===== src/hdl/spt_pkg.sv =====
`timescale 1ns / 1ps
// Shared types and constants for the shaft PID torque controller.
// No dependencies; imported by every module of the block.
package spt_pkg;

    localparam int unsigned W_Q    = 32;
    localparam int unsigned FRAC   = 16;
    localparam int unsigned W_INT  = 48;
    localparam int unsigned W_ERR  = 49;
    localparam int unsigned W_ISUM = 50;
    localparam int unsigned W_ACC  = 64;
    localparam int unsigned W_MOP  = 33;
    localparam int unsigned W_PROD = 2 * W_MOP;
    localparam int unsigned W_STEP = 4;
    localparam int unsigned W_CIDX = 3;

    localparam logic signed [W_ERR-1:0] HALF_PI = 49'sd102944;
    localparam logic signed [W_ERR-1:0] TWO_PI  = 49'sd411775;

    localparam logic signed [W_ACC-1:0] ACC_INT_HI = 64'sh0000_7FFF_FFFF_FFFF;
    localparam logic signed [W_ACC-1:0] ACC_INT_LO = 64'shFFFF_8000_0000_0000;
    localparam logic signed [W_ACC-1:0] ACC_Q_HI   = 64'sh0000_0000_7FFF_FFFF;
    localparam logic signed [W_ACC-1:0] ACC_Q_LO   = 64'shFFFF_FFFF_8000_0000;

    localparam logic [W_STEP-1:0] STEP_OPEN = 4'd14;

    typedef enum logic [W_CIDX-1:0] {
        REG_PROP_GAIN     = 3'd0,
        REG_INTEGRAL_GAIN = 3'd1,
        REG_DERIV_GAIN    = 3'd2,
        REG_TORQUE_MAX    = 3'd3,
        REG_TORQUE_MIN    = 3'd4,
        REG_GEAR_RATIO    = 3'd5,
        REG_OUTPUT_SCALE  = 3'd6,
        REG_CLOSED_LOOP   = 3'd7
    } t_cfg_idx;

    typedef enum logic [3:0] {
        MS_NONE,
        MS_TA_GEAR,
        MS_TS_GEAR,
        MS_EA_KP,
        MS_IH_KI,
        MS_IL_KI,
        MS_ES_KD,
        MS_SH_OS,
        MS_SL_OS,
        MS_OL_OS
    } t_mul_sel;

    typedef enum logic [3:0] {
        AO_NONE,
        AO_EA,
        AO_ES,
        AO_INTEG,
        AO_ACC_SET,
        AO_ACC_SET_SHR,
        AO_ACC_ADD,
        AO_ACC_ADD_SHR,
        AO_SAT,
        AO_LIMIT,
        AO_OPEN
    } t_alu_op;

    typedef enum logic {
        JC_NONE,
        JC_OPEN
    } t_jump_cond;

    typedef struct packed {
        t_mul_sel          mul_sel;
        t_alu_op           alu_op;
        t_jump_cond        jump_cond;
        logic [W_STEP-1:0] target;
        logic              done;
    } t_uword;

    typedef struct packed {
        t_uword uw;
        logic   fire;
        logic   load;
    } t_dp_ctrl;

endpackage


===== src/hdl/spt_ucode_rom.sv =====
`timescale 1ns / 1ps
// Control store: one microcode word per program step.
// Depends on spt_pkg.
module spt_ucode_rom
    import spt_pkg::*;
(
    input  logic [W_STEP-1:0] i_step,
    output t_uword            o_uword
);

    always_comb begin
        case (i_step)
            4'd0:    o_uword = '{MS_TA_GEAR, AO_NONE,        JC_OPEN, STEP_OPEN, 1'b0};
            4'd1:    o_uword = '{MS_TS_GEAR, AO_EA,          JC_NONE, '0,        1'b0};
            4'd2:    o_uword = '{MS_NONE,    AO_ES,          JC_NONE, '0,        1'b0};
            4'd3:    o_uword = '{MS_NONE,    AO_INTEG,       JC_NONE, '0,        1'b0};
            4'd4:    o_uword = '{MS_EA_KP,   AO_NONE,        JC_NONE, '0,        1'b0};
            4'd5:    o_uword = '{MS_IH_KI,   AO_ACC_SET_SHR, JC_NONE, '0,        1'b0};
            4'd6:    o_uword = '{MS_IL_KI,   AO_ACC_ADD,     JC_NONE, '0,        1'b0};
            4'd7:    o_uword = '{MS_ES_KD,   AO_ACC_ADD_SHR, JC_NONE, '0,        1'b0};
            4'd8:    o_uword = '{MS_NONE,    AO_ACC_ADD_SHR, JC_NONE, '0,        1'b0};
            4'd9:    o_uword = '{MS_NONE,    AO_SAT,         JC_NONE, '0,        1'b0};
            4'd10:   o_uword = '{MS_SH_OS,   AO_NONE,        JC_NONE, '0,        1'b0};
            4'd11:   o_uword = '{MS_SL_OS,   AO_ACC_SET,     JC_NONE, '0,        1'b0};
            4'd12:   o_uword = '{MS_NONE,    AO_ACC_ADD_SHR, JC_NONE, '0,        1'b0};
            4'd13:   o_uword = '{MS_NONE,    AO_LIMIT,       JC_NONE, '0,        1'b1};
            4'd14:   o_uword = '{MS_OL_OS,   AO_NONE,        JC_NONE, '0,        1'b0};
            4'd15:   o_uword = '{MS_NONE,    AO_OPEN,        JC_NONE, '0,        1'b1};
            default: o_uword = '{MS_NONE,    AO_NONE,        JC_NONE, '0,        1'b1};
        endcase
    end

endmodule


===== config.mk =====
export PLATFORM = sky130hd
export DESIGN_NAME = spt_ucode_rom
export DESIGN_NICKNAME = d
export VERILOG_FILES = /design/src/hdl/spt_pkg.sv /design/src/hdl/spt_ucode_rom.sv
export SDC_FILE = /design/constraint.sdc
export NUM_CORES = 1
export LEC_CHECK = 0
export BUFFER_PORTS_ARGS = -buffer_cell sky130_fd_sc_hd__buf_2
export CORE_AREA = 2 2 39 41
export DETAILED_ROUTE_END_ITERATION = 8
export DIE_AREA = 0 0 41 43
export GPL_ROUTABILITY_DRIVEN = 0
export PLACE_DENSITY = 0.49
export SLEW_MARGIN = 25
export SYNTH_ARGS = -nofsm -noshare
export SYNTH_HDL_FRONTEND = slang
export SYNTH_SLANG_ARGS = --single-unit

===== constraint.sdc =====
create_clock -name vclk -period 1.5
set_input_delay 0.3 -clock vclk [all_inputs]
set_output_delay 0.3 -clock vclk [all_outputs]
set_load 0.01 [all_outputs]

### Yosys cells after proc, flatten, opt, wreduce, memory -nomap -nowiden

Memories as Yosys holds them, arrays and structs flattened.
Index checks and enable logic that the tools add are counted.

* bits in registers: 0
* ROM bits: 208
* logic and storage cells: 1
* bits of input ports: 4
* output and inout port bits: 14
* memories kept: 1

Memories
* (name not given): depth 16, width 13, rd ports 1, clocked after memory_dff 0, write ports 0, RTL line spt_ucode_rom.sv:12 `case (i_step)`

### Longest topological paths before layout

An unclocked memory read counts as a cell.

* depth in word-level cells: 1
* depth in mapped cells: 5
* depth with buffers taken out: 4

### Worst setup path before layout

Ideal clock, no wire load.

* path type: in2out
* from: in i_step[0]
* to: out o_uword[3] in the netlist's numbering
* data required time: 1.200 ns
* arrival time: 1.120 ns
* stages on the path: 5
* path slack: 0.080 ns
* buffers on the path: 1
* cell sequence: inv_1 ha_1 nand2b_4 nor2_1 buf_4

RTL lines
* start: declaration: RTL line spt_ucode_rom.sv:7 `input logic [W_STEP-1:0] i_step,`
* end: declaration: RTL line spt_ucode_rom.sv:8 `output t_uword o_uword`

==> impl_metrics.csv <==
group,metric,value,unit
hold_path,worstHoldEndpoint,"o_uword[11]",
finish,final_util,30.2,%
drt,drt-initial-drc-count,1,
worst_setup_path,critPathRequiredTime,1.20,ns
timing,period_share,97.4,%
drt,ant_nets,0,
grt,grt_pass1_vias,239,
worst_setup_path,crit_type,"in2out",
finish,nets,65,
die,die_area,1760,um^2
worst_setup_path,critical_path.max_stage_delay,0.21,ns
finish,seqCellArea,0,um^2
power,p_int,62.6,uW
grt,grt_pass1_wl,1.04,mm
synth,syn_inst,39,
timing,hold_viol_final,0,
power,leakage,0.000235,uW
grt,antenna_found_initial,0,
drt,wirelength,630,um
power,pwr-share-seq,0,%
worst_setup_path,worstPathCellList,"buf_8 -> inv_6 -> ha_4 -> or2b_1 -> a31oi_1 -> buf_2",
drt,firstDrtPassIters,4,
worst_setup_path,crit_path_end_kind,"primary output",
die,start_util,20.6,%
power,switching_share,48.8,%
finish,drive_above_1_share,50.9,%
drt,drc,0,
timing,setup_viol,0,
timing,rsz0062_at_grt,"no",
power,power_switching,59.6,uW
status,status,"finished clean",
clock_network,cts_hold_buf,0,
drt,via_per_inst,4.07,
synth,synth_area,285,um^2
worst_setup_path,crit_cells,6,
timing,fmax,685,MHz
grt,grt_max_degree,13,
hold_path,whs_path_depth,3,
timing,drv_slew,0,
power,power_frac_comb,100.0,%
die,chipHeight,43,um
worst_setup_path,crit_fanout,2,
drt,wl_per_cell,8.87,um
power,ir_drop,0.0927,mV
hold_path,hold_start,"i_step[2]",
placement,dp_hpwl,523,um
timing,fin_crit,1.46,ns
worst_setup_path,crit_family,"buffers and inverters",
die,fp.dieW,41,um
worst_setup_path,cp-start-kind,"input port",
synth,yosysWarnings,0,
power,clockPowerShare,0,%
synth,yosysUniqueCellTypes,21,
finish,nClkBuffers,0,
hold_path,hold_class,"in2out",
grt,gr-usage-all-layers,7.89,%
synth,synth_nets,47,
worst_setup_path,crit_buf_inv,3,
drt,vias,289,
placement,pre_cts_ws,-0.0607,ns
job,maxCapViolCount,0,
die,std_cell_rows,14,
synth,yosysSeqAreaShare,0,%
power,total_power,122,uW
power,powerDensity,292,nW/um^2
worst_setup_path,worstPathArrival,1.16,ns
die,ioPinCount,18,
grt,overflow,0,
timing,layout_setup_ws,0.0397,ns
finish,diodes,0,
placement,port_buffers,17,
synth,syn_area_per_cell,7.31,um^2
finish,seq_cell_count,0,
die,core-area,1380,um^2
finish,syn2layout_area_growth,46.5,%
worst_setup_path,cpMaxStageDelayCell,"or2b_1",
[through the flow]
step | setup TNS [ns] | instances | area [um^2] | hold WS [ns]
after CTS | 0 | 71 | 392 | 1.02
after detailed placement | -0.0884 | 71 | 379 | 1.02
after global placement | -0.100 | 71 | 379 | 1.02
after floorplan | 0 | 39 | 285 | 0.735
after global routing | 0 | 71 | 418 | 1.04
final | 0 | 71 | 418 | 1.01
[cells in the final DEF, fill, tap and decap left out, drive strengths merged]
cell type and n:
ha 4, mux2i 3, o22ai 1, conb 1, and2 1, o2bb2ai 1, nor2 5, inv 4
a22o 1, buf 22, o31ai 1, nor2b 1, nand2b 4, or2b 1, xnor2 1, a31oi 2
and3 1, and2b 1
[timing repair]
action                                  in CTS  in global routing
resized for setup                            3                  7
hold endpoints to repair                     0                  0
endpoints found under the setup margin       2                  4
setup buffers                                0                  0
pin swaps                                    2                  2
[synth_stat cells, drive strengths merged]
| library cell | instances | area, um^2 |
|---|---|---|
| buf | 6 | 48.8 |
| and3 | 1 | 6.26 |
| nor2 | 5 | 18.8 |
| xnor2 | 1 | 8.76 |
| o2bb2ai | 1 | 8.76 |
| nor2b | 1 | 6.26 |
| conb | 1 | 3.75 |
| and2b | 1 | 7.51 |
| ha | 4 | 50.1 |
| a31oi | 2 | 12.5 |
| or2b | 1 | 7.51 |
| a22o | 1 | 8.76 |
| o31ai | 1 | 7.51 |
| and2 | 1 | 6.26 |
| mux2i | 3 | 30.0 |
| inv | 4 | 15.0 |
| nand2b | 4 | 32.5 |
| o22ai | 1 | 6.26 |
[worst max-delay path by stage]
stage	start	to	slack (ns)
2_1_floorplan	i_step[0]	o_uword[3]	0.08
3_5_place_dp	i_step[0]	o_uword[7]	-0.06
5_1_grt	i_step[0]	o_uword[7]	0.006
4_1_cts	i_step[1]	o_uword[7]	0.0007
6_report	i_step[0]	o_uword[7]	0.04
3_3_place_gp	i_step[0]	o_uword[7]	-0.09
[per-layer routing]
layer,share of wire (%),vias up,wire (um),global-route usage (%)
li1,-,156,-,-
met5,0,-,0,0
met3,9.8,0,62,1.05
met1,41,122,257,11.4
met2,49,11,311,12.8
met4,0,0,0,0
[power groups by stage]
| stage | registers (uW) | logic [uW] | clock network (uW) |
|---|---|---|---|
| 2_1_floorplan | 0 | 72.7 | 0 |
| 3_3_place_gp | 0 | 110 | 0 |
| 3_5_place_dp | 0 | 111 | 0 |
| 4_1_cts | 0 | 116 | 0 |
| 5_1_grt | 0 | 136 | 0 |
| 6_report | 0 | 122 | 0 |
[cell families after synthesis]
kind of cell	after synthesis	share of synthesized area (%)
mux	3	10.5
simple gates	14	29.8
buf+inv	10	22.4
compound gates	6	15.4
xor+xnor	1	3.07
fa+ha+maj	4	17.5
other cells	1	1.31
[cell type report]
class	count	area, um^2
well taps	16	20.0
multi-input cells	29	236
repair buffers	22	139
fillers	153	966
inverters	4	22.5
No activity file was read; power rests on OpenSTA's default activity.
