## src/hdl/spt_pkg.sv

```systemverilog
`timescale 1ns / 1ps
// Shared types and constants for the shaft PID torque controller.
// No dependencies; imported by every module of the block.
package spt_pkg;

    localparam int unsigned W_Q    = 32;
    localparam int unsigned FRAC   = 16;
    localparam int unsigned W_INT  = 48;
    localparam int unsigned W_ERR  = 49;
    localparam int unsigned W_ISUM = 50;
    localparam int unsigned W_ACC  = 64;
    localparam int unsigned W_MOP  = 33;
    localparam int unsigned W_PROD = 2 * W_MOP;
    localparam int unsigned W_STEP = 4;
    localparam int unsigned W_CIDX = 3;

    localparam logic signed [W_ERR-1:0] HALF_PI = 49'sd102944;
    localparam logic signed [W_ERR-1:0] TWO_PI  = 49'sd411775;

    localparam logic signed [W_ACC-1:0] ACC_INT_HI = 64'sh0000_7FFF_FFFF_FFFF;
    localparam logic signed [W_ACC-1:0] ACC_INT_LO = 64'shFFFF_8000_0000_0000;
    localparam logic signed [W_ACC-1:0] ACC_Q_HI   = 64'sh0000_0000_7FFF_FFFF;
    localparam logic signed [W_ACC-1:0] ACC_Q_LO   = 64'shFFFF_FFFF_8000_0000;

    localparam logic [W_STEP-1:0] STEP_OPEN = 4'd14;

    typedef enum logic [W_CIDX-1:0] {
        REG_PROP_GAIN     = 3'd0,
        REG_INTEGRAL_GAIN = 3'd1,
        REG_DERIV_GAIN    = 3'd2,
        REG_TORQUE_MAX    = 3'd3,
        REG_TORQUE_MIN    = 3'd4,
        REG_GEAR_RATIO    = 3'd5,
        REG_OUTPUT_SCALE  = 3'd6,
        REG_CLOSED_LOOP   = 3'd7
    } t_cfg_idx;

    typedef enum logic [3:0] {
        MS_NONE,
        MS_TA_GEAR,
        MS_TS_GEAR,
        MS_EA_KP,
        MS_IH_KI,
        MS_IL_KI,
        MS_ES_KD,
        MS_SH_OS,
        MS_SL_OS,
        MS_OL_OS
    } t_mul_sel;

    typedef enum logic [3:0] {
        AO_NONE,
        AO_EA,
        AO_ES,
        AO_INTEG,
        AO_ACC_SET,
        AO_ACC_SET_SHR,
        AO_ACC_ADD,
        AO_ACC_ADD_SHR,
        AO_SAT,
        AO_LIMIT,
        AO_OPEN
    } t_alu_op;

    typedef enum logic {
        JC_NONE,
        JC_OPEN
    } t_jump_cond;

    typedef struct packed {
        t_mul_sel          mul_sel;
        t_alu_op           alu_op;
        t_jump_cond        jump_cond;
        logic [W_STEP-1:0] target;
        logic              done;
    } t_uword;

    typedef struct packed {
        t_uword uw;
        logic   fire;
        logic   load;
    } t_dp_ctrl;

endpackage

```

## src/hdl/spt_datapath.sv

```systemverilog
`timescale 1ns / 1ps
// Datapath: configuration registers, shared 33x33 multiplier, accumulator,
// integral state and output word. Depends on spt_pkg; driven by spt_sequencer.
module spt_datapath
    import spt_pkg::*;
(
    input  logic                    i_clk,
    input  logic                    i_rst_n,
    input  logic                    i_cfg_we,
    input  logic [W_CIDX-1:0]       i_cfg_addr,
    input  logic [W_Q-1:0]          i_cfg_data,
    input  t_dp_ctrl                i_ctrl,
    input  logic signed [W_Q-1:0]   i_target_angle,
    input  logic signed [W_Q-1:0]   i_target_speed,
    input  logic signed [W_Q-1:0]   i_measured_angle,
    input  logic signed [W_Q-1:0]   i_measured_speed,
    input  logic signed [W_Q-1:0]   i_open_loop_torque,
    output logic                    o_closed_loop,
    output logic signed [W_Q-1:0]   o_drive_torque,
    output logic                    o_limited
);

    logic signed [W_Q-1:0]    r_kp, r_ki, r_kd, r_tmax, r_tmin, r_gear, r_oscale;
    logic                     r_closed;
    logic signed [W_INT-1:0]  r_integ, n_integ;

    logic signed [W_Q-1:0]    r_ta, r_ts, r_ma, r_ms, r_ol;
    logic signed [W_MOP-1:0]  w_mul_a, w_mul_b;
    logic signed [W_PROD-1:0] r_prod;
    logic signed [W_ACC-1:0]  w_prod_shr, w_prod_full;
    logic signed [W_ERR-1:0]  r_ea, r_es;
    logic signed [W_ISUM-1:0] w_isum;
    logic signed [W_ACC-1:0]  r_acc;
    logic signed [W_INT-1:0]  r_sum;
    logic signed [W_ACC-1:0]  w_lim_a, w_lim_b, w_open_t;
    logic                     w_lim_hi, w_lim_lo, w_open_lim;
    logic signed [W_Q-1:0]    r_torque;
    logic                     r_limited;

    function automatic logic signed [W_INT-1:0] sat_int(input logic signed [W_ACC-1:0] v);
        logic signed [W_ACC-1:0] t;
        t = (v > ACC_INT_HI) ? ACC_INT_HI : ((v < ACC_INT_LO) ? ACC_INT_LO : v);
        return t[W_INT-1:0];
    endfunction

    function automatic logic signed [W_ERR-1:0] clamp_err(input logic signed [W_ERR-1:0] v,
                                                          input logic signed [W_ERR-1:0] lim);
        return (v > lim) ? lim : ((v < -lim) ? -lim : v);
    endfunction

    always_comb begin
        case (i_ctrl.uw.mul_sel)
            MS_TA_GEAR: begin
                w_mul_a = W_MOP'(r_ta);
                w_mul_b = W_MOP'(r_gear);
            end
            MS_TS_GEAR: begin
                w_mul_a = W_MOP'(r_ts);
                w_mul_b = W_MOP'(r_gear);
            end
            MS_EA_KP: begin
                w_mul_a = r_ea[W_MOP-1:0];
                w_mul_b = W_MOP'(r_kp);
            end
            MS_IH_KI: begin
                w_mul_a = W_MOP'($signed(r_integ[W_INT-1:FRAC]));
                w_mul_b = W_MOP'(r_ki);
            end
            MS_IL_KI: begin
                w_mul_a = {{(W_MOP-FRAC){1'b0}}, r_integ[FRAC-1:0]};
                w_mul_b = W_MOP'(r_ki);
            end
            MS_ES_KD: begin
                w_mul_a = r_es[W_MOP-1:0];
                w_mul_b = W_MOP'(r_kd);
            end
            MS_SH_OS: begin
                w_mul_a = W_MOP'($signed(r_sum[W_INT-1:FRAC]));
                w_mul_b = W_MOP'(r_oscale);
            end
            MS_SL_OS: begin
                w_mul_a = {{(W_MOP-FRAC){1'b0}}, r_sum[FRAC-1:0]};
                w_mul_b = W_MOP'(r_oscale);
            end
            MS_OL_OS: begin
                w_mul_a = W_MOP'(r_ol);
                w_mul_b = W_MOP'(r_oscale);
            end
            default: begin
                w_mul_a = '0;
                w_mul_b = '0;
            end
        endcase
    end

    assign w_prod_shr  = W_ACC'(r_prod >>> FRAC);
    assign w_prod_full = r_prod[W_ACC-1:0];
    assign w_isum      = W_ISUM'(r_integ) + W_ISUM'(r_ea);

    assign w_lim_hi = r_acc > W_ACC'(r_tmax);
    assign w_lim_a  = w_lim_hi ? W_ACC'(r_tmax) : r_acc;
    assign w_lim_lo = w_lim_a < W_ACC'(r_tmin);
    assign w_lim_b  = w_lim_lo ? W_ACC'(r_tmin) : w_lim_a;

    assign w_open_t   = (w_prod_shr > ACC_Q_HI) ? ACC_Q_HI
                      : ((w_prod_shr < ACC_Q_LO) ? ACC_Q_LO : w_prod_shr);
    assign w_open_lim = (w_prod_shr > ACC_Q_HI) || (w_prod_shr < ACC_Q_LO);

    always_comb begin
        n_integ = r_integ;
        if (i_ctrl.fire && (i_ctrl.uw.alu_op == AO_INTEG)) begin
            n_integ = sat_int(W_ACC'(w_isum));
        end
    end

    always_ff @(posedge i_clk) begin
        if (!i_rst_n) begin
            r_kp     <= '0;
            r_ki     <= '0;
            r_kd     <= '0;
            r_tmax   <= '0;
            r_tmin   <= '0;
            r_gear   <= 32'sd65536;
            r_oscale <= 32'sd65536;
            r_closed <= 1'b0;
            r_integ  <= '0;
        end else begin
            r_integ <= n_integ;
            if (i_cfg_we) begin
                case (t_cfg_idx'(i_cfg_addr))
                    REG_PROP_GAIN:     r_kp     <= i_cfg_data;
                    REG_INTEGRAL_GAIN: r_ki     <= i_cfg_data;
                    REG_DERIV_GAIN:    r_kd     <= i_cfg_data;
                    REG_TORQUE_MAX:    r_tmax   <= i_cfg_data;
                    REG_TORQUE_MIN:    r_tmin   <= i_cfg_data;
                    REG_GEAR_RATIO:    r_gear   <= i_cfg_data;
                    REG_OUTPUT_SCALE:  r_oscale <= i_cfg_data;
                    REG_CLOSED_LOOP:   r_closed <= i_cfg_data[0];
                    default:           r_closed <= r_closed;
                endcase
            end
        end
    end

    always_ff @(posedge i_clk) begin
        if (i_ctrl.load) begin
            r_ta <= i_target_angle;
            r_ts <= i_target_speed;
            r_ma <= i_measured_angle;
            r_ms <= i_measured_speed;
            r_ol <= i_open_loop_torque;
        end
        if (i_ctrl.fire) begin
            r_prod <= w_mul_a * w_mul_b;
            case (i_ctrl.uw.alu_op)
                AO_EA: begin
                    r_ea <= w_prod_shr[W_ERR-1:0] - W_ERR'(r_ma);
                end
                AO_ES: begin
                    r_es <= w_prod_shr[W_ERR-1:0] - W_ERR'(r_ms);
                end
                AO_INTEG: begin
                    r_ea <= clamp_err(r_ea, HALF_PI);
                    r_es <= clamp_err(r_es, TWO_PI);
                end
                AO_ACC_SET:     r_acc <= w_prod_full;
                AO_ACC_SET_SHR: r_acc <= w_prod_shr;
                AO_ACC_ADD:     r_acc <= r_acc + w_prod_full;
                AO_ACC_ADD_SHR: r_acc <= r_acc + w_prod_shr;
                AO_SAT:         r_sum <= sat_int(r_acc);
                AO_LIMIT: begin
                    r_torque  <= w_lim_b[W_Q-1:0];
                    r_limited <= w_lim_hi || w_lim_lo;
                end
                AO_OPEN: begin
                    r_torque  <= w_open_t[W_Q-1:0];
                    r_limited <= w_open_lim;
                end
                default: begin
                    r_acc <= r_acc;
                end
            endcase
        end
    end

    assign o_closed_loop  = r_closed;
    assign o_drive_torque = r_torque;
    assign o_limited      = r_limited;

endmodule

```

## config.mk

```make
export PLATFORM = sky130hd
export DESIGN_NAME = spt_datapath
export DESIGN_NICKNAME = d
export VERILOG_FILES = /design/src/hdl/spt_pkg.sv /design/src/hdl/spt_datapath.sv
export SDC_FILE = /design/constraint.sdc
export NUM_CORES = 2
export LEC_CHECK = 0
export BUFFER_PORTS_ARGS = -buffer_cell sky130_fd_sc_hd__buf_2
export CAP_MARGIN = 5
export CORE_ASPECT_RATIO = 0.7
export CORE_UTILIZATION = 50
export CTS_CLUSTER_DIAMETER = 30
export CTS_CLUSTER_SIZE = 25
export DETAILED_ROUTE_END_ITERATION = 10
export GPL_TIMING_DRIVEN = 0
export PLACE_DENSITY = 0.66
export RECOVER_POWER = 100
export SLEW_MARGIN = 20
export SYNTH_ARGS = -nofsm -noshare
export SYNTH_HDL_FRONTEND = slang
export SYNTH_SLANG_ARGS = --single-unit
```

## constraint.sdc

```tcl
create_clock -name i_clk -period 13.7 [get_ports i_clk]
set_input_delay 2.74 -clock i_clk [delete_from_list [all_inputs] [get_ports i_clk]]
set_output_delay 2.74 -clock i_clk [all_outputs]
set_load 0.01 [all_outputs]
```

[Word level (Yosys, flattened, before mapping)]
Index checks and enable logic that the tools add are counted.
Storage, ports and cells
  output and inout port bits: 34
  flip-flop bits (word level): 742
  input bits: 214
  logic and storage cells: 109
Cells by class
  multiplexer cells: 18
  reductions and logical operators: 24
  magnitude comparators: 12
  $add $sub $neg: 5
  eq/ne operators: 28
  multiply operators: 1
Operators with widths (count)
  33-bit case mux with 9 select lines: 1
  64-bit case mux with 4 select lines: 1
  49-bit two-way mux: 4
  49-bit case mux with 2 select lines: 2
  33-bit case mux with 5 select lines: 1
  48-bit two-way mux: 3
  49-bit subtractor: 2
  32-bit two-way mux: 3
  33-bit by 33-bit multiplier with 66-bit output: 1
  64-bit by 50-bit adder with 64-bit output: 1
  64-bit adder: 1
  64-bit by 32-bit > comparator with 1-bit output: 1
  64-bit by 48-bit > comparator with 1-bit output (second input constant): 1
  64-bit by 32-bit < comparator with 1-bit output: 1
  64-bit by 48-bit < comparator with 1-bit output (second input constant): 1
  64-bit two-way mux: 1
  32-bit case mux with 2 select lines: 1
  48-bit by 49-bit adder with 50-bit output: 1
  50-bit by 32-bit > comparator with 1-bit output (second input constant): 1
  50-bit by 48-bit > comparator with 1-bit output (second input constant): 1
  50-bit by 32-bit < comparator with 1-bit output (second input constant): 1
  50-bit by 48-bit < comparator with 1-bit output (second input constant): 1
  49-bit by 18-bit > comparator with 1-bit output (second input constant): 1
  49-bit by 20-bit > comparator with 1-bit output (second input constant): 1
  other kinds (20): 55

[Logic depth before layout (Yosys ltp)]
  depth after elaboration: 5
  gate-level depth with buffers: 38
  mapped depth without buffers: 33

[Worst setup path before layout]
OpenSTA, ideal clock, no wires.
  path type: input to register
  from: in i_ctrl[13] (netlist name)
  to: reg r_prod[64] (data pin)
  data required time: 13436 ps
  setup time: 264 ps
  slack: 1511 ps
  data arrival time: 11925 ps
  buffers on the path: 4
  stages: 35
  cell sequence: nand2b_1 nor3_1 or2_1 clkbuf_1 clkbuf_1 buf_1 a22oi_1 nand3_1 clkbuf_1 nand2_1 fa_1 fa_1 inv_1 fa_1 inv_1 fa_1 inv_1 fa_1 fa_1 fa_1 inv_1 fa_1 inv_1 ha_1 a21o_1 a21o_1 a21o_1 a21o_1 a221oi_1 a21oi_1 o31ai_1 o21a_1 o21ai_1 a221oi_1 xnor2_1
On the way
  longest elaborated chain between the ends: 4
  elaborated cells on any way between the ends: 15
  classes of those cells: mul: 1; eq/ne: 9; mux: 2; reduce/logical: 3
Ends and longest elaborated chain
  from (decl): RTL line spt_datapath.sv:12  | input t_dp_ctrl i_ctrl,
  4-bit == test (tied with other cells): RTL line spt_datapath.sv:52  | case (i_ctrl.uw.mul_sel)
  3-bit OR reduction (no source line) or 2-bit OR reduction (tied branches)
  33-bit case mux with 5 select lines: RTL line spt_datapath.sv:52
  33-bit by 33-bit multiplier with 66-bit output *: RTL line spt_datapath.sv:154  | r_prod <= w_mul_a * w_mul_b;
  to (signal assigned): RTL line spt_datapath.sv:154
  to (decl): RTL line spt_datapath.sv:29  | logic signed [W_PROD-1:0] r_prod;
Every way passes the cells marked *; elsewhere a longest branch is shown, timed or not.
A chain may end at the register's enable or synchronous reset.

[Worst setup path in the final report]
  from: in i_ctrl[12] (netlist name)
  to: reg r_prod[64] (data pin)
The elaborated chain is that of the path after synthesis.

==> metrics.md <==
| Metric | Value |
|---|---|
| Clock buffer depth | 3 |
| DR pass1 iterations | 8 |
| # nets final | 11500 |
| Top post-synthesis cells by area | fa_1, edfxtp_1, ha_1, inv_1, dfxtp_1 |
| Seq pwr share | 0.347 |
| Final Skew | around 33 ps |
| Site Rows | around 120 |
| Min-delay worst type | register to register |
| Post-synth top area cell | fa_1 |
| Slowest stage delay, CP | ~630 ps |
| Hold Path Stages | 2 |
| Worst Max-Slew Pin Slew | ~5400 ps |
| Post-DRT Antenna Nets | 0 |
| Worst vdd ir | ~0.12 mV |
| Max Slew Vio Count | between 300 and 400 |
| Dpl ws | -3400 ps |
| Iteration-0 DRC Markers | slightly above 10000 |
| Vias per cell | about 6 |
| Tot GR Track Use | 0.433 |
| Fmax | about 0.073 GHz |
| Crit-path max FO | 10 |
| Die W | 490 um |
| Post-DP HPWL | 302000 um |
| Total number of vias | 73200 |
| Status | finished with violations |
| Commonest non-fill, non-tap cell in the layout | inv_1 |
| Psw | a little over 0.003 W |
| Fin crit period | between 10000 and 15000 ps |
| CP Launch Type | primary input |
| Setup ws final | -23.1 ps |
| Fill cell count | ~15000 |
| YS warnings | 0 |
| Seq cells post-synth | around 740 |
| Global-route wire length before repair | just over 500000 um |
| Die H | approximately 340 um |
| Fin. Hold Viols | 0 |
| Final Wtd Congestion | ~1.1 |
| Non-filler cells, final | around 12000 |
| Logic pwr share | 0.278 |
| Required @ worst endpoint | between 10000 and 15000 ps |
| Syn Area/Cell | a little over 9 um^2 |
| Cell Int Power | 0.00500 W |
| Number of enable flip-flop cells after synthesis | about 470 |
| H-tree Lvls | 3 |
| I/O Buffers | about 240 |
| Total wire length | ~360000 um |
| R2R depth | 29 |
| Synth Instances | roughly 9200 |
| Vias in the first global route | 68400 |
| CTS Buf Count | around 110 |
| Setup violators final | 1 |
| Crit share post-route | 1.00 |
| Total power | roughly 0.008 W |
| Final instance area | 92700 um^2 |
| Number of placed instances, taps included | between 10000 and 15000 |
| WHS | roughly 460 ps |
| Die area | between 150000 and 200000 um^2 |
| Top-area cell type share of the netlist area | 0.277 |
| CP Data Arrival Time | 14240 ps |
| Slew HR | -2.62 |
| DRC viols | 0 |
| Mapped cell area | approximately 83000 um^2 |
| Clock Latency Late Sink | ~760 ps |
| Antenna violations before repair | 50 |
| Most frequent cells in the layout | inv_1, nand2_1, fa_1, nor2_1, ha_1 |
| Async SR Flop Fraction | 0 |
| Share of layout cells above drive strength 1 | 0.0788 |
| CP Class | primary input to register |
| Failing checks | max-capacitance violations, max-slew violations, negative setup slack |
| Element type at the critical path end | register |
| Most repeated library cell on the critical path | fa_1 |
| Cell Pwr Density | slightly below 90 nW/um^2 |
| Number of hold buffers added after cts | 0 |
| Netlist cell types | around 90 |
| DR WL/cell | a little over 30 um |
| Slowest cell on the critical path | fa_1 |
| Placed inst area | roughly 90000 um^2 |
| Max Cap Viol | 8 |
| CTS tree | done |
| Reg clk slew, reported paths | around 60 ps |
| Initial core utilization | 0.507 |
| Post-synth net total | roughly 11000 |
| Sw frac | 0.378 |
| Largest net degree at the start of global routing | about 110 |
| Clk sinks | about 740 |
| Core region area | ~160000 um^2 |
| Number of I/O pins | ~250 |
| Post-synthesis sequential area ratio | 0.235 |
| Total gr overflow | 0 |
| Leakage | between 40 and 50 nW |
| Area grow syn2layout | 11.3% |
| Ys flop type | edfxtp_1 |
| Clk root buf | clkbuf_16 |
| Clock power share | 0.375 |
power by group through the flow:
stage	logic, W	clock network [W]	registers [W]
6_report	0.00224	0.00301	0.00279
5_1_grt	0.00238	0.00312	0.00277
4_1_cts	0.00213	0.00301	0.00277
3_5_place_dp	0.00211	0	0.00282
3_3_place_gp	0.00206	0	0.00283
2_1_floorplan	0.00135	0	0.00265
layout make-up:
cell class              count  area [um^2]  share of cell area
clock buffers             115         2750              0.0297
clock inverters            90         1160              0.0125
plain buffers             422         1890              0.0204
well taps                2205         2760              0.0298
flip-flops and latches    742        19500               0.211
inverters                1489         5600              0.0604
multi-input cells        6503        56900               0.614
diodes                     20         50.0            0.000540
repair buffers            324         2030              0.0219
cell usage after synthesis (40+ instances only):
library cell,number
clkbuf_1,402
ha_1,551
edfxtp_1,469
a31oi_1,40
a21oi_1,384
inv_1,1489
nand4_1,100
nor2b_1,49
nand2b_1,57
mux2_2,47
xnor2_1,163
and2_1,48
nor3_1,56
nand3_1,81
nand2_1,1432
dfxtp_1,273
a22oi_1,182
o21bai_1,41
a21boi_0,235
o21ai_1,78
xor2_1,91
fa_1,1150
nor2_1,649
a21o_1,267
o21ai_0,294
repair_timing:
action | in CTS | in global routing
resized for setup | 178 | 144
buffers inserted | 14 | 16
endpoints found under the setup margin | 35 | 15
pin swaps | 6 | 9
worst paths after layout:
check	startpoint	endpoint	slack, ps
max	i_ctrl[12]	r_prod[64]	-20
min	r_tmax[20]	r_tmax[20]	460
max reg2reg	r_es[19]	r_prod[64]	2210
min reg2reg	r_tmax[20]	r_tmax[20]	460
logic make-up after synthesis:
| group | synth area share |
|---|---|
| simple gates | 0.136 |
| buf+inv | 0.0880 |
| compound gates | 0.144 |
| fa+ha+maj | 0.359 |
| flops | 0.235 |
| xor+xnor | 0.0267 |
| mux | 0.0108 |
per-layer routing:
| layer | share of wire | GRT usage |
|---|---|---|
| met1 | 0.42 | 0.643 |
| met2 | 0.37 | 0.547 |
| met3 | 0.17 | 0.198 |
| met4 | 0.035 | 0.138 |
| met5 | 0.0025 | 0.0111 |
registers in the layout, summed over array words and instances (netlist names), 48 cells and up:
| signal | cells |
|---|---|
| r_acc | 64 |
| r_prod | 66 |
| r_ea | 49 |
| r_integ | 48 |
| r_es | 49 |
| r_sum | 48 |
critical path: cells and delay by family:
| kind | cells | cell delay [ps] |
|---|---|---|
| adders and majority gates | 9 | 4740 |
| buffers and inverters | 8 | 2270 |
| AOI/OAI and AO/OA | 8 | 2130 |
| and+or+nand+nor | 8 | 1910 |
| xor gates and xnor gates | 1 | 360 |
through the flow:
stage / util / TNS [ps]
floorplan: - / 0
global placement: 0.531 / -112470
detailed placement: 0.535 / -83690
CTS: 0.562 / 0
global route: 0.564 / -14.6
finish: 0.564 / -23.1
Note: power is estimated with default switching activity, not from simulation.
