`src/hdl/spt_pkg.sv`:
```
`timescale 1ns / 1ps
// Shared types and constants for the shaft PID torque controller.
// No dependencies; imported by every module of the block.
package spt_pkg;

    localparam int unsigned W_Q    = 32;
    localparam int unsigned FRAC   = 16;
    localparam int unsigned W_INT  = 48;
    localparam int unsigned W_ERR  = 49;
    localparam int unsigned W_ISUM = 50;
    localparam int unsigned W_ACC  = 64;
    localparam int unsigned W_MOP  = 33;
    localparam int unsigned W_PROD = 2 * W_MOP;
    localparam int unsigned W_STEP = 4;
    localparam int unsigned W_CIDX = 3;

    localparam logic signed [W_ERR-1:0] HALF_PI = 49'sd102944;
    localparam logic signed [W_ERR-1:0] TWO_PI  = 49'sd411775;

    localparam logic signed [W_ACC-1:0] ACC_INT_HI = 64'sh0000_7FFF_FFFF_FFFF;
    localparam logic signed [W_ACC-1:0] ACC_INT_LO = 64'shFFFF_8000_0000_0000;
    localparam logic signed [W_ACC-1:0] ACC_Q_HI   = 64'sh0000_0000_7FFF_FFFF;
    localparam logic signed [W_ACC-1:0] ACC_Q_LO   = 64'shFFFF_FFFF_8000_0000;

    localparam logic [W_STEP-1:0] STEP_OPEN = 4'd14;

    typedef enum logic [W_CIDX-1:0] {
        REG_PROP_GAIN     = 3'd0,
        REG_INTEGRAL_GAIN = 3'd1,
        REG_DERIV_GAIN    = 3'd2,
        REG_TORQUE_MAX    = 3'd3,
        REG_TORQUE_MIN    = 3'd4,
        REG_GEAR_RATIO    = 3'd5,
        REG_OUTPUT_SCALE  = 3'd6,
        REG_CLOSED_LOOP   = 3'd7
    } t_cfg_idx;

    typedef enum logic [3:0] {
        MS_NONE,
        MS_TA_GEAR,
        MS_TS_GEAR,
        MS_EA_KP,
        MS_IH_KI,
        MS_IL_KI,
        MS_ES_KD,
        MS_SH_OS,
        MS_SL_OS,
        MS_OL_OS
    } t_mul_sel;

    typedef enum logic [3:0] {
        AO_NONE,
        AO_EA,
        AO_ES,
        AO_INTEG,
        AO_ACC_SET,
        AO_ACC_SET_SHR,
        AO_ACC_ADD,
        AO_ACC_ADD_SHR,
        AO_SAT,
        AO_LIMIT,
        AO_OPEN
    } t_alu_op;

    typedef enum logic {
        JC_NONE,
        JC_OPEN
    } t_jump_cond;

    typedef struct packed {
        t_mul_sel          mul_sel;
        t_alu_op           alu_op;
        t_jump_cond        jump_cond;
        logic [W_STEP-1:0] target;
        logic              done;
    } t_uword;

    typedef struct packed {
        t_uword uw;
        logic   fire;
        logic   load;
    } t_dp_ctrl;

endpackage

```
`src/hdl/spt_sequencer.sv`:
```
`timescale 1ns / 1ps
// Step counter, jumps and word handshakes of the torque controller.
// Depends on spt_pkg and the word fetched from spt_ucode_rom.
module spt_sequencer
    import spt_pkg::*;
(
    input  logic              i_clk,
    input  logic              i_rst_n,
    input  logic              i_in_valid,
    input  logic              i_out_ready,
    input  logic              i_closed_loop,
    input  t_uword            i_uword,
    output logic              o_in_ready,
    output logic              o_out_valid,
    output logic [W_STEP-1:0] o_step,
    output t_dp_ctrl          o_ctrl
);

    typedef enum logic [1:0] {
        ST_IDLE = 2'b01,
        ST_RUN  = 2'b10
    } t_seq_state;

    t_seq_state        r_state, n_state;
    logic [W_STEP-1:0] r_step, n_step;
    logic              r_out_valid, n_out_valid;
    logic              w_fire;
    logic              w_jump;

    assign w_jump = (i_uword.jump_cond == JC_OPEN) && !i_closed_loop;
    assign w_fire = (r_state == ST_RUN) && (!i_uword.done || !r_out_valid || i_out_ready);

    always_comb begin
        n_state     = r_state;
        n_step      = r_step;
        n_out_valid = r_out_valid && !i_out_ready;
        case (r_state)
            ST_IDLE: begin
                if (i_in_valid) begin
                    n_state = ST_RUN;
                    n_step  = '0;
                end
            end
            ST_RUN: begin
                if (w_fire) begin
                    if (i_uword.done) begin
                        n_state     = ST_IDLE;
                        n_out_valid = 1'b1;
                    end else if (w_jump) begin
                        n_step = i_uword.target;
                    end else begin
                        n_step = r_step + W_STEP'(1);
                    end
                end
            end
            default: begin
                n_state = ST_IDLE;
            end
        endcase
    end

    always_ff @(posedge i_clk) begin
        if (!i_rst_n) begin
            r_state     <= ST_IDLE;
            r_step      <= '0;
            r_out_valid <= 1'b0;
        end else begin
            r_state     <= n_state;
            r_step      <= n_step;
            r_out_valid <= n_out_valid;
        end
    end

    assign o_in_ready   = (r_state == ST_IDLE);
    assign o_out_valid  = r_out_valid;
    assign o_step       = r_step;
    assign o_ctrl.uw    = i_uword;
    assign o_ctrl.fire  = w_fire;
    assign o_ctrl.load  = i_in_valid && (r_state == ST_IDLE);

endmodule

```
`config.mk`:
```
export PLATFORM = sky130hd
export DESIGN_NAME = spt_sequencer
export DESIGN_NICKNAME = d
export VERILOG_FILES = /design/src/hdl/spt_pkg.sv /design/src/hdl/spt_sequencer.sv
export SDC_FILE = /design/constraint.sdc
export NUM_CORES = 1
export LEC_CHECK = 0
export BUFFER_PORTS_ARGS = -buffer_cell sky130_fd_sc_hd__buf_2
export CAP_MARGIN = 20
export CORE_MARGIN = 2
export CORE_UTILIZATION = 33
export DETAILED_ROUTE_END_ITERATION = 8
export MAX_ROUTING_LAYER = met4
export PLACE_DENSITY = 0.84
export SLEW_MARGIN = 0
export SYNTH_ARGS = -nofsm -noshare
export SYNTH_HDL_FRONTEND = slang
export SYNTH_SLANG_ARGS = --single-unit
```
`constraint.sdc`:
```
create_clock -name i_clk -period 1.09 [get_ports i_clk]
set_input_delay 0.1635 -clock i_clk [delete_from_list [all_inputs] [get_ports i_clk]]
set_output_delay 0.1635 -clock i_clk [all_outputs]
set_load 0.005 [all_outputs]
```
## Word-level counts from Yosys, hierarchy flattened

Index checks and enable logic that the tools add are counted.

| cells by class | value |
|---|---|
| add/sub/neg operators | 1 |
| equal/unequal tests | 6 |
| muxes and demuxes | 12 |
| reduce and logical (&&, ||, !) cells | 13 |

Operators by type and width:

| kind | count |
|---|---|
| two-way mux 4 bit | 4 |
| != test 2 bit, second input constant | 4 |
| case mux 4 bit (2 select lines) | 1 |
| two-way mux 2 bit | 3 |
| adder 4 x 1 -> 4 bit, second input constant | 1 |
| logical AND 1 bit | 4 |
| logical NOT 1 bit | 4 |
| case mux 2 bit (2 select lines) | 1 |
| AND reduction 4 bit | 1 |
| two-way mux 1 bit | 3 |
| AND reduction 3 bit | 1 |
| == test 2 x 1 -> 1 bit, second input constant | 1 |
| == test 2 bit, second input constant | 1 |
| logical OR 1 bit | 2 |
| nonzero test 2 bit | 1 |

| word-level totals | value |
|---|---|
| bits in registers | 7 |
| input bits | 19 |
| output and inout bits | 22 |
| word-level logic and storage cells | 35 |

## Depth between registers and ports, before layout

Gate-level depths: netlist of the first run.

| depth | value |
|---|---|
| depth in word-level cells | 6 |
| gate-level depth with buffers | 5 |
| gate-level depth less buffers | 5 |

## Least setup slack after synthesis of the first run

OpenSTA, ideal clock, no wires.

| timing path | value |
|---|---|
| path kind | register to register |
| from | reg r_step[0], in the netlist o_step[0] |
| to | reg r_step[1], in the netlist o_step[1] |
| setup time | 0.118 ns |
| arrival time | 1.044 ns |
| data required time | 0.972 ns |
| slack | -0.072 ns |
| cell stages (with the launch flop) | 5 |
| buffers on the path | 0 |
| period minus slack after synthesis | 1.162 ns |
| cell sequence | dfxtp_1 -> ha_1 -> mux2_2 -> a22oi_1 -> nor2b_1 |

| on the way | value |
|---|---|
| word-level cells in the longest chain between the ends | 5 |

RTL lines:

| element | RTL line | source |
|---|---|---|
| from (decl) | spt_sequencer.sv:25 | `logic [W_STEP-1:0] r_step, n_step;` |
| from (signal assigned) | spt_sequencer.sv:69 | `r_step <= n_step;` |
| adder 4 x 1 -> 4 bit | spt_sequencer.sv:52 | `n_step = r_step + W_STEP'(1);` |
| two-way mux 4 bit | spt_sequencer.sv:49 | `end else if (w_jump) begin` |
| two-way mux 4 bit | spt_sequencer.sv:46 | `if (i_uword.done) begin` |
| two-way mux 4 bit | spt_sequencer.sv:45 | `if (w_fire) begin` |
| case mux 4 bit (2 select lines) | spt_sequencer.sv:37 | `case (r_state)` |

Every way passes these cells. The select of a mux whose other input is x is not followed.
A chain may end at the register's enable or synchronous reset.

==> results of run 1 <==
## sequential cells by signal, indices dropped and copies added, names as in the netlist
signal       cells
r_state          2
o_out_valid      1
o_step           4
## layout make-up
cell class / count / area, um2
clock buffers: 4 / 26.3
repair buffers: 36 / 243
multi-input cells: 32 / 250
fillers: 141 / 778
inverters: 2 / 7.51
well taps: 16 / 20.0
flip-flops and latches: 7 / 146
## worst reg2reg max path: stages, from the launching register on
cell and delay, ps:
dfxtp_4 340, buf_4 130, buf_6 110, nor3b_4 180, buf_6 160, nor2_4 60
a22oi_1 160, nor2b_1 70
## power by group
part | switching (W) | leakage, nW | internal, W | total, W
Clock | 0.000101 | 0.0150 | 0.000140 | 0.000241
Combinational | 0.0000569 | 0.261 | 0.0000867 | 0.000144
Sequential | 0.00000504 | 0.0577 | 0.000262 | 0.000267
Total | 0.000163 | 0.334 | 0.000489 | 0.000652
## cell families (layout without fill, tap and decap cells)
logic type | count (synthesis) | count (layout)
multiplexers | 1 | 1
XOR/XNOR | 1 | 1
flip-flops | 7 | 7
adder cells (fa/ha/maj) | 1 | 1
AO/OA/AOI/OAI | 13 | 13
buffers and inverters | 17 | 42
AND/OR/NAND/NOR | 16 | 16
## placed cells by master, fill, tap and decap left out
master / count
dfxtp_4: 1
mux2_2: 1
a21boi_0: 1
and2b_2: 1
and3b_4: 1
nand2_1: 4
buf_2: 23
inv_1: 2
nor2_4: 1
or2b_1: 1
clkbuf_4: 3
clkbuf_1: 1
o211ai_1: 2
ha_1: 1
a31o_1: 1
o21a_1: 1
or2_1: 1
nor2_1: 1
dfxtp_2: 2
a21oi_2: 1
nor2b_1: 2
xor2_1: 1
o21ai_0: 1
a21boi_1: 2
nand3b_1: 1
a22oi_1: 1
nand2b_4: 1
a31oi_1: 1
o221ai_1: 1
nand3_1: 1
o21ai_1: 1
buf_4: 5
buf_6: 8
nor3b_4: 1
dfxtp_1: 4
## through the flow
step,setup WS (ps),hold slack (ps),power (W),utilization (%)
floorplan,-55.7,243,0.000360,-
global placement,-51.2,327,0.000378,39.9
detailed placement,-103,327,0.000382,39.9
CTS,-270,169,0.000653,45.8
global route,-337,201,0.000692,47.1
finish,-256,173,0.000652,47.1
## routing by layer
| metal | global-route usage, % | vias to the layer above | wire length, um |
|---|---|---|---|
| li1 | - | 228 | - |
| met1 | 15.7 | 229 | 467 |
| met5 | - | - | 0 |
| met2 | 25.7 | 15 | 678 |
| met3 | 5.11 | 2 | 83 |
| met4 | 11.5 | 0 | 21 |
## worst paths after layout
kind	end	slack [ps]	depth (start not counted)
worst max-delay path	o_ctrl[1]	-260	4
worst min register to register	o_out_valid	520	2
worst max register to register	o_step[1]	-230	7
worst min-delay path	r_state[0]	170	2
## timing repair
action / in CTS / in global routing
hold buffers: 0 / 0
endpoints found under the setup margin: 9 / 9
buffers inserted: 4 / 1
pin swaps: 7 / 6
gates resized for setup: 9 / 3
==> metrics.yaml, run 1 <==
min_period_ps: 1350
crit_required_ps: 930
final_layout_size_suffix_gt1_share_pct: 60.5
num_vias: 474
worst_pin_slew_ps: 198
drt-total-wl_mm: 1.25
synthXorXnorAreaFrac_pct: 1.73
ys_warn_count: 0
crit_buf_inv: 2
cts_root_buf: "clkbuf_4"
path_cells: "buf_6 -> or2b_1 -> a31oi_1 -> buf_2"
slowest_delay_ps: 340
hold_viol: 0
antennaDiodeCount: 0
synth_top_family_by_area: "buffers and inverters"
synth.area.mux_share_pct: 2.23
die_w_um: 43.1
grt_pass1_vias: 476
grt_util_all_layers_pct: 15.8
synthAdderAreaFrac_pct: 2.48
wl_per_cell_um: 12.9
grt_max_degree: 9
fin_cells: 97
drtIter0Drc: 3
rr_startpoint: "r_state[0]"
synth_area_um2: 505
syn_nets: 76
clkTransAtPathRegs_ps: 60
yosys.area_share.simple_pct: 23.3
status: "finished with violations"
placed_cells: 88
cts_made_buffers: 3
violations: "negative setup slack"
row_count: 14
setup_tns_ps: -1740
areaGrowthSynthToFinish_pct: 37.1
synth_area_leaders: "dfxtp_1, buf_4, nor3b_4"
coreArea_um2: 1470
drv_cap: 0
portBuffers: 24
clkLatencyLatePin_ps: 250
place_area_um2: 587
place_congestion: 0.771
antenna_found_initial: 0
yosysTopAreaCell: "dfxtp_1"
max_freq_ghz: 0.743
crit_path_start: "r_state[0]"
overflow: 0
relSlewSlack_pct: 86.7
ir_drop_v: 0.000587
drc: 0
crit_type: "flip-flop to primary output"
setup_viol: 9
synth_top_area_share_pct: 27.7
synth.avg_cell_area_um2: 9.03
ant_nets: 0
endpoint_kind: "primary output"
powerDensity_nw_per_um2: 941
arrival_ps: 1180
cts_tree: "done"
initial_core_util_pct: 34.4
ys_ff_latch: 7
ios: 41
async_reset_ff_share_pct: 0
rsz0062_at_grt: "yes"
synthFlopType: "dfxtp_1"
worstHoldStart: "i_rst_n"
synth-compound-area-share_pct: 18.8
synth_most_common_cell: "buf_4"
fin_ws_ps: -256
worstPathMaxFanout: 2
critPathTopFamily: "flip-flops"
crit_slowest_cell: "dfxtp_4"
synth-seq-area-share_pct: 27.7
fin_area_um2: 693
cp-start-kind: "flip-flop"
period_share_pct: 123
hold_class: "primary input to flip-flop"
synthTopCellsByCount: "buf_4, dfxtp_1, nand2_1"
dieArea_um2: 1860
nets: 102
cts_sinks: 7
grt_pass1_wl_mm: 2.07
firstDrtPassIters: 2
synth_edf_count: 0
vias_per_cell: 4.89
h-tree-depth: 1
dp_hpwl_um: 911
maxSlewViolCount: 0
cts_max_path_buffers: 2
syn_inst: 56
ys_types: 29
power.leakage_nw: 0.334
die_h_um: 43.1
final.setup_skew_ps: 1.54
Note: power is estimated with default switching activity, not from simulation.
==> run 2, diff against run 1 <==
- SETUP_SLACK_MARGIN: not set -> 0.02
==> metrics.yaml, run 2 (synthesized netlist as in run 1, its figures left out) <==
status: "finished with violations"  # unchanged
violations: "negative setup slack"  # unchanged
rsz0062_at_grt: "yes"  # unchanged
cts_max_path_buffers: 2  # unchanged
crit_type: "flip-flop to primary output"  # unchanged
fin_area_um2: 687  # was 693 um2
clkTransAtPathRegs_ps: 50  # was 60 ps
overflow: 0  # unchanged
min_period_ps: 1260  # was 1350 ps
endpoint_kind: "primary output"  # unchanged
final_common_cell: "buf_2"  # unchanged
power.leakage_nw: 0.314  # was 0.334 nW
period_share_pct: 115  # was 123%
crit_required_ps: 930  # about the same
cts_tree: "done"  # unchanged
worst_pin_slew_ps: 207  # was 198 ps
nets: 99  # was 102
wl_per_cell_um: 12.5  # was 12.9 um
dpl_worst_slack_ps: -88.1  # was -103 ps
drv_cap: 0  # unchanged
clockPowerShare_pct: 37.4  # was 37.0%
setup_viol: 9  # unchanged
switchingPower_w: 0.000156  # was 0.000163 W
ff2ff_setup_slack_ps: -120  # was -230 ps
critPathTopFamily: "flip-flops"  # unchanged
cp-start-kind: "flip-flop"  # unchanged
antennaDiodeCount: 0  # unchanged
rr_startpoint: "r_state[1]"  # was r_state[0]
hold_viol: 0  # unchanged
portBuffers: 24  # unchanged
slowest_delay_ps: 340  # about the same
cts_made_buffers: 3  # unchanged
h-tree-depth: 1  # unchanged
ir_drop_v: 0.000351  # was 0.000587 V
crit_cells: 3  # was 4
worstReg2RegEnd: "r_state[1]"  # was o_step[1]
drt-total-wl_mm: 1.17  # was 1.25 mm
die_h_um: 43.1  # unchanged
firstDrtPassIters: 3  # was 2
intPower_w: 0.000473  # was 0.000489 W
final_layout_size_suffix_gt1_share_pct: 66.7  # was 60.5%
place_congestion: 0.780  # was 0.771
die_w_um: 43.1  # unchanged
crit_buf_inv: 1  # was 2
powerDensity_nw_per_um2: 916  # was 941 nW/um2
areaGrowthSynthToFinish_pct: 35.9  # was 37.1%
maxSlewViolCount: 0  # unchanged
fin_ws_ps: -168  # was -256 ps
r2r_cells: 5  # was 7
cts_sinks: 7  # unchanged
arrival_ps: 1090  # was 1180 ps
place_area_um2: 573  # was 587 um2
hold_class: "primary input to flip-flop"  # unchanged
row_count: 14  # unchanged
ios: 41  # unchanged
combPwrFrac_pct: 20.1  # was 22.0%
grt_pass1_wl_mm: 1.93  # was 2.07 mm
swShare_pct: 24.8  # was 25.0%
crit_path_start: "r_state[1]"  # was r_state[0]
cts_root_buf: "clkbuf_4"  # unchanged
fillers: 146  # was 141
max_freq_ghz: 0.795  # was 0.743 GHz
final_cell_mix: "buf_2, buf_4, buf_6"  # was buf_2, buf_6, buf_4, nand2_1, dfxtp_1
coreArea_um2: 1470  # unchanged
p_seq_share_pct: 42.4  # was 41.0%
clkLatencyLatePin_ps: 250  # about the same
multi_input_area_um2: 280  # was 250 um2
grt_pass1_vias: 441  # was 476
crit_slowest_cell: "dfxtp_2"  # was dfxtp_4
initial_core_util_pct: 34.4  # unchanged
grt_max_degree: 9  # unchanged
antenna_found_initial: 0  # unchanged
ant_nets: 0  # unchanged
worstPathMaxFanout: 4  # was 2
num_vias: 454  # was 474
crit_end: "o_ctrl[1]"  # unchanged
drc: 0  # unchanged
path_cells: "or2b_1 -> a31oi_1 -> buf_2"  # was buf_6 -> or2b_1 -> a31oi_1 -> buf_2
dieArea_um2: 1860  # unchanged
seq_area_um2: 148  # was 146 um2
grt_util_all_layers_pct: 14.7  # was 15.8%
vias_per_cell: 4.83  # was 4.89
relSlewSlack_pct: 86.2  # was 86.7%
drtIter0Drc: 3  # unchanged
largest_reg_flops: 4  # unchanged
final.setup_skew_ps: 9.04  # was 1.54 ps
## run 2: layout make-up
class                           count  area share [%]
Multi-Input combinational cell     32            40.8
Inverter                            2            1.09
Sequential cell                     7            21.5
Timing Repair Buffer               33            29.9
Clock buffer                        4            3.83
Tap cell                           16            2.91
## run 2: how the worst min path moves through the flow
stage,startpoint,endpoint,slack (ps),cells after the start
floorplan,i_rst_n,r_state[0],240,1
CTS,i_rst_n,r_state[0],160,2
global placement,i_uword[10],o_ctrl[12],330,0
finish,i_rst_n,r_state[0],180,2
detailed placement,i_uword[10],o_ctrl[12],330,0
global route,i_rst_n,r_state[0],190,2
## run 2: metrics by stage
step	cells	hold WS [ps]	total power, W	TNS (ps)	utilization (%)
6_report	94	178	0.000629	-736	46.7
5_1_grt	94	194	0.000657	-1250	46.7
4_1_cts	92	164	0.000632	-699	44.0
3_5_place_dp	86	327	0.000377	-94.6	38.9
3_3_place_gp	86	327	0.000373	-54.0	38.9
2_1_floorplan	56	243	0.000361	-55.7	-
## run 2: repair_timing
action                                  CTS  global route
pin swaps                                 5             7
gates cloned                              0             0
hold buffers                              0             0
gates resized for setup                   7             7
buffers inserted                          2             2
endpoints found under the setup margin    8             9
## run 2: routing by layer
layer	wire, um	share of wire [%]	global-route usage (%)
met4	36	3.1	10.9
met1	450	38	16.5
met5	0	0	-
met2	615	52	23.0
met3	72	6.1	2.55
## run 2: power by group through the flow
stage                     clock network, W  logic (W)  registers [W]
after floorplan                          0  0.0000859       0.000275
after global placement                   0  0.0000982       0.000275
after detailed placement                 0   0.000101       0.000276
after CTS                         0.000246   0.000119       0.000267
after global routing              0.000251   0.000137       0.000268
final                             0.000236   0.000127       0.000267
==> run 3, diff against run 2 <==
- PLACE_DENSITY: 0.84 -> 0.76
==> metrics.yaml, run 3 (synthesized netlist as in run 1, its figures left out) <==
status: "finished with violations"  # unchanged
violations: "negative setup slack"  # unchanged
final_common_cell: "buf_2"  # unchanged
num_vias: 420  # was 454
cts_max_path_buffers: 2  # unchanged
path_cells: "or2b_1 -> a31oi_1 -> buf_2"  # unchanged
powerDensity_nw_per_um2: 957  # was 916 nW/um2
antenna_found_initial: 0  # unchanged
antennaDiodeCount: 0  # unchanged
ir_drop_v: 0.000382  # was 0.000351 V
grt_pass1_vias: 399  # was 441
h-tree-depth: 1  # unchanged
drtIter0Drc: 6  # was 3
setup_viol: 5  # was 9
vias_per_cell: 4.67  # was 4.83
power.leakage_nw: 0.293  # was 0.314 nW
clkLatencyLatePin_ps: 250  # about the same
die_h_um: 43.1  # unchanged
drv_cap: 0  # unchanged
critPathTopFamily: "flip-flops"  # unchanged
portBuffers: 24  # unchanged
crit_type: "flip-flop to primary output"  # unchanged
worst_pin_slew_ps: 339  # was 207 ps
hold_class: "primary input to flip-flop"  # unchanged
rsz0062_at_grt: "yes"  # unchanged
areaGrowthSynthToFinish_pct: 27.7  # was 35.9%
max_freq_ghz: 0.789  # was 0.795 GHz
final.setup_skew_ps: 0.299  # was 9.04 ps
arrival_ps: 1100  # was 1090 ps
largest_reg_flops: 4  # unchanged
clkTransAtPathRegs_ps: 50  # about the same
overflow: 0  # unchanged
cp-start-kind: "flip-flop"  # unchanged
grt_max_degree: 9  # unchanged
coreArea_um2: 1470  # unchanged
relSlewSlack_pct: 77.4  # was 86.2%
grt_pass1_wl_mm: 1.71  # was 1.93 mm
ios: 41  # unchanged
crit_buf_inv: 1  # unchanged
final_layout_size_suffix_gt1_share_pct: 63.5  # was 66.7%
fin_ws_ps: -178  # was -168 ps
min_period_ps: 1270  # was 1260 ps
hold_viol: 0  # unchanged
maxSlewViolCount: 0  # unchanged
final_cell_mix: "buf_2, buf_4, nand2_1, dfxtp_2"  # was buf_2, buf_4, buf_6
place_congestion: 0.817  # was 0.780
die_w_um: 43.1  # unchanged
cts_tree: "done"  # unchanged
dp_hpwl_um: 779
slowest_delay_ps: 340  # about the same
endpoint_kind: "primary output"  # unchanged
cts_sinks: 7  # unchanged
nets: 95  # was 99
grt_util_all_layers_pct: 12.7  # was 14.7%
drt-total-wl_mm: 1.07  # was 1.17 mm
firstDrtPassIters: 4  # was 3
cts_hold_buffers: 0  # unchanged
dieArea_um2: 1860  # unchanged
cts_root_buf: "clkbuf_4"  # unchanged
drc: 0  # unchanged
whs_ps: 181  # was 178 ps
period_share_pct: 116  # was 115%
initial_core_util_pct: 34.4  # unchanged
worstPathMaxFanout: 5  # was 4
row_count: 14  # unchanged
setup_tns_ps: -374  # was -736 ps
cts_made_buffers: 3  # unchanged
fillers: 148  # was 146
ant_nets: 0  # unchanged
wl_per_cell_um: 11.8  # was 12.5 um
crit_required_ps: 930  # about the same
crit_slowest_cell: "dfxtp_2"  # unchanged
## run 3: changes by cell type in the layout (fill, tap and decap cells not counted)
| cell | before | now |
|---|---|---|
| a21boi_1 | 1 | 2 |
| mux2_2 | 1 | 0 |
| nand3_1 | 1 | 0 |
| nand2_2 | 1 | 0 |
| dfxtp_2 | 3 | 4 |
| dfxtp_4 | 1 | 0 |
| nand2_1 | 3 | 4 |
| mux2_4 | 0 | 1 |
| a21boi_2 | 1 | 0 |
| nand3_2 | 0 | 1 |
| buf_4 | 6 | 5 |
| buf_6 | 4 | 1 |
## run 3: timing repair
item / CTS / global route
pin swaps: 5 / 3
resized for setup: 7 / 3
setup buffers: 0 / 0
endpoints found under the setup margin: 7 / 8
## run 3: layout make-up
| class | count | area, um2 | share of cell area (%) |
|---|---|---|---|
| inverter | 2 | 7.51 | 1.16 |
| clock buffer | 4 | 26.3 | 4.07 |
| sequential | 7 | 145 | 22.5 |
| multi-input combinational | 32 | 283 | 43.8 |
| timing repair buffer | 29 | 164 | 25.4 |
| tap | 16 | 20.0 | 3.10 |
## run 3: final timing paths
check | start | endpoint | slack [ps] | cells after the start
max | r_state[1] | o_ctrl[1] | -180 | 3
min | i_rst_n | r_state[0] | 180 | 2
max reg2reg | r_state[1] | o_step[0] | -40 | 4
min reg2reg | o_out_valid | o_out_valid | 510 | 2
## run 3: per-stage QoR
step                      power [W]  util (%)  std cells  setup WS (ps)  area (um2)
final                      0.000618      43.9         90           -178         646
after global routing       0.000660      43.9         90           -262         646
after CTS                  0.000626      43.1         90           -204         634
after detailed placement   0.000375      38.9         86          -54.9         573
after global placement     0.000374      38.9         86          -38.8         573
after floorplan            0.000361         -         56          -55.7         508
## run 3: worst register-to-register path, cell delays in order (launching register included)
cell and delay, ps:
dfxtp_2 340, nor3b_4 340, buf_4 190, o211ai_1 80, a21boi_1 120
## run 3: where the power goes
part | leakage [nW] | switching [W] | internal, W
Clock | 0.0150 | 0.0000970 | 0.000140
Sequential | 0.0579 | 0.00000725 | 0.000264
Combinational | 0.220 | 0.0000480 | 0.0000626
## run 3: routing by layer
layer	vias up	GRT usage [%]	part of all wire, %
met4	0	9.09	1.3
met5	-	-	0
met3	2	1.70	6.1
met2	14	17.9	48
met1	189	16.5	45
li1	215	-	-
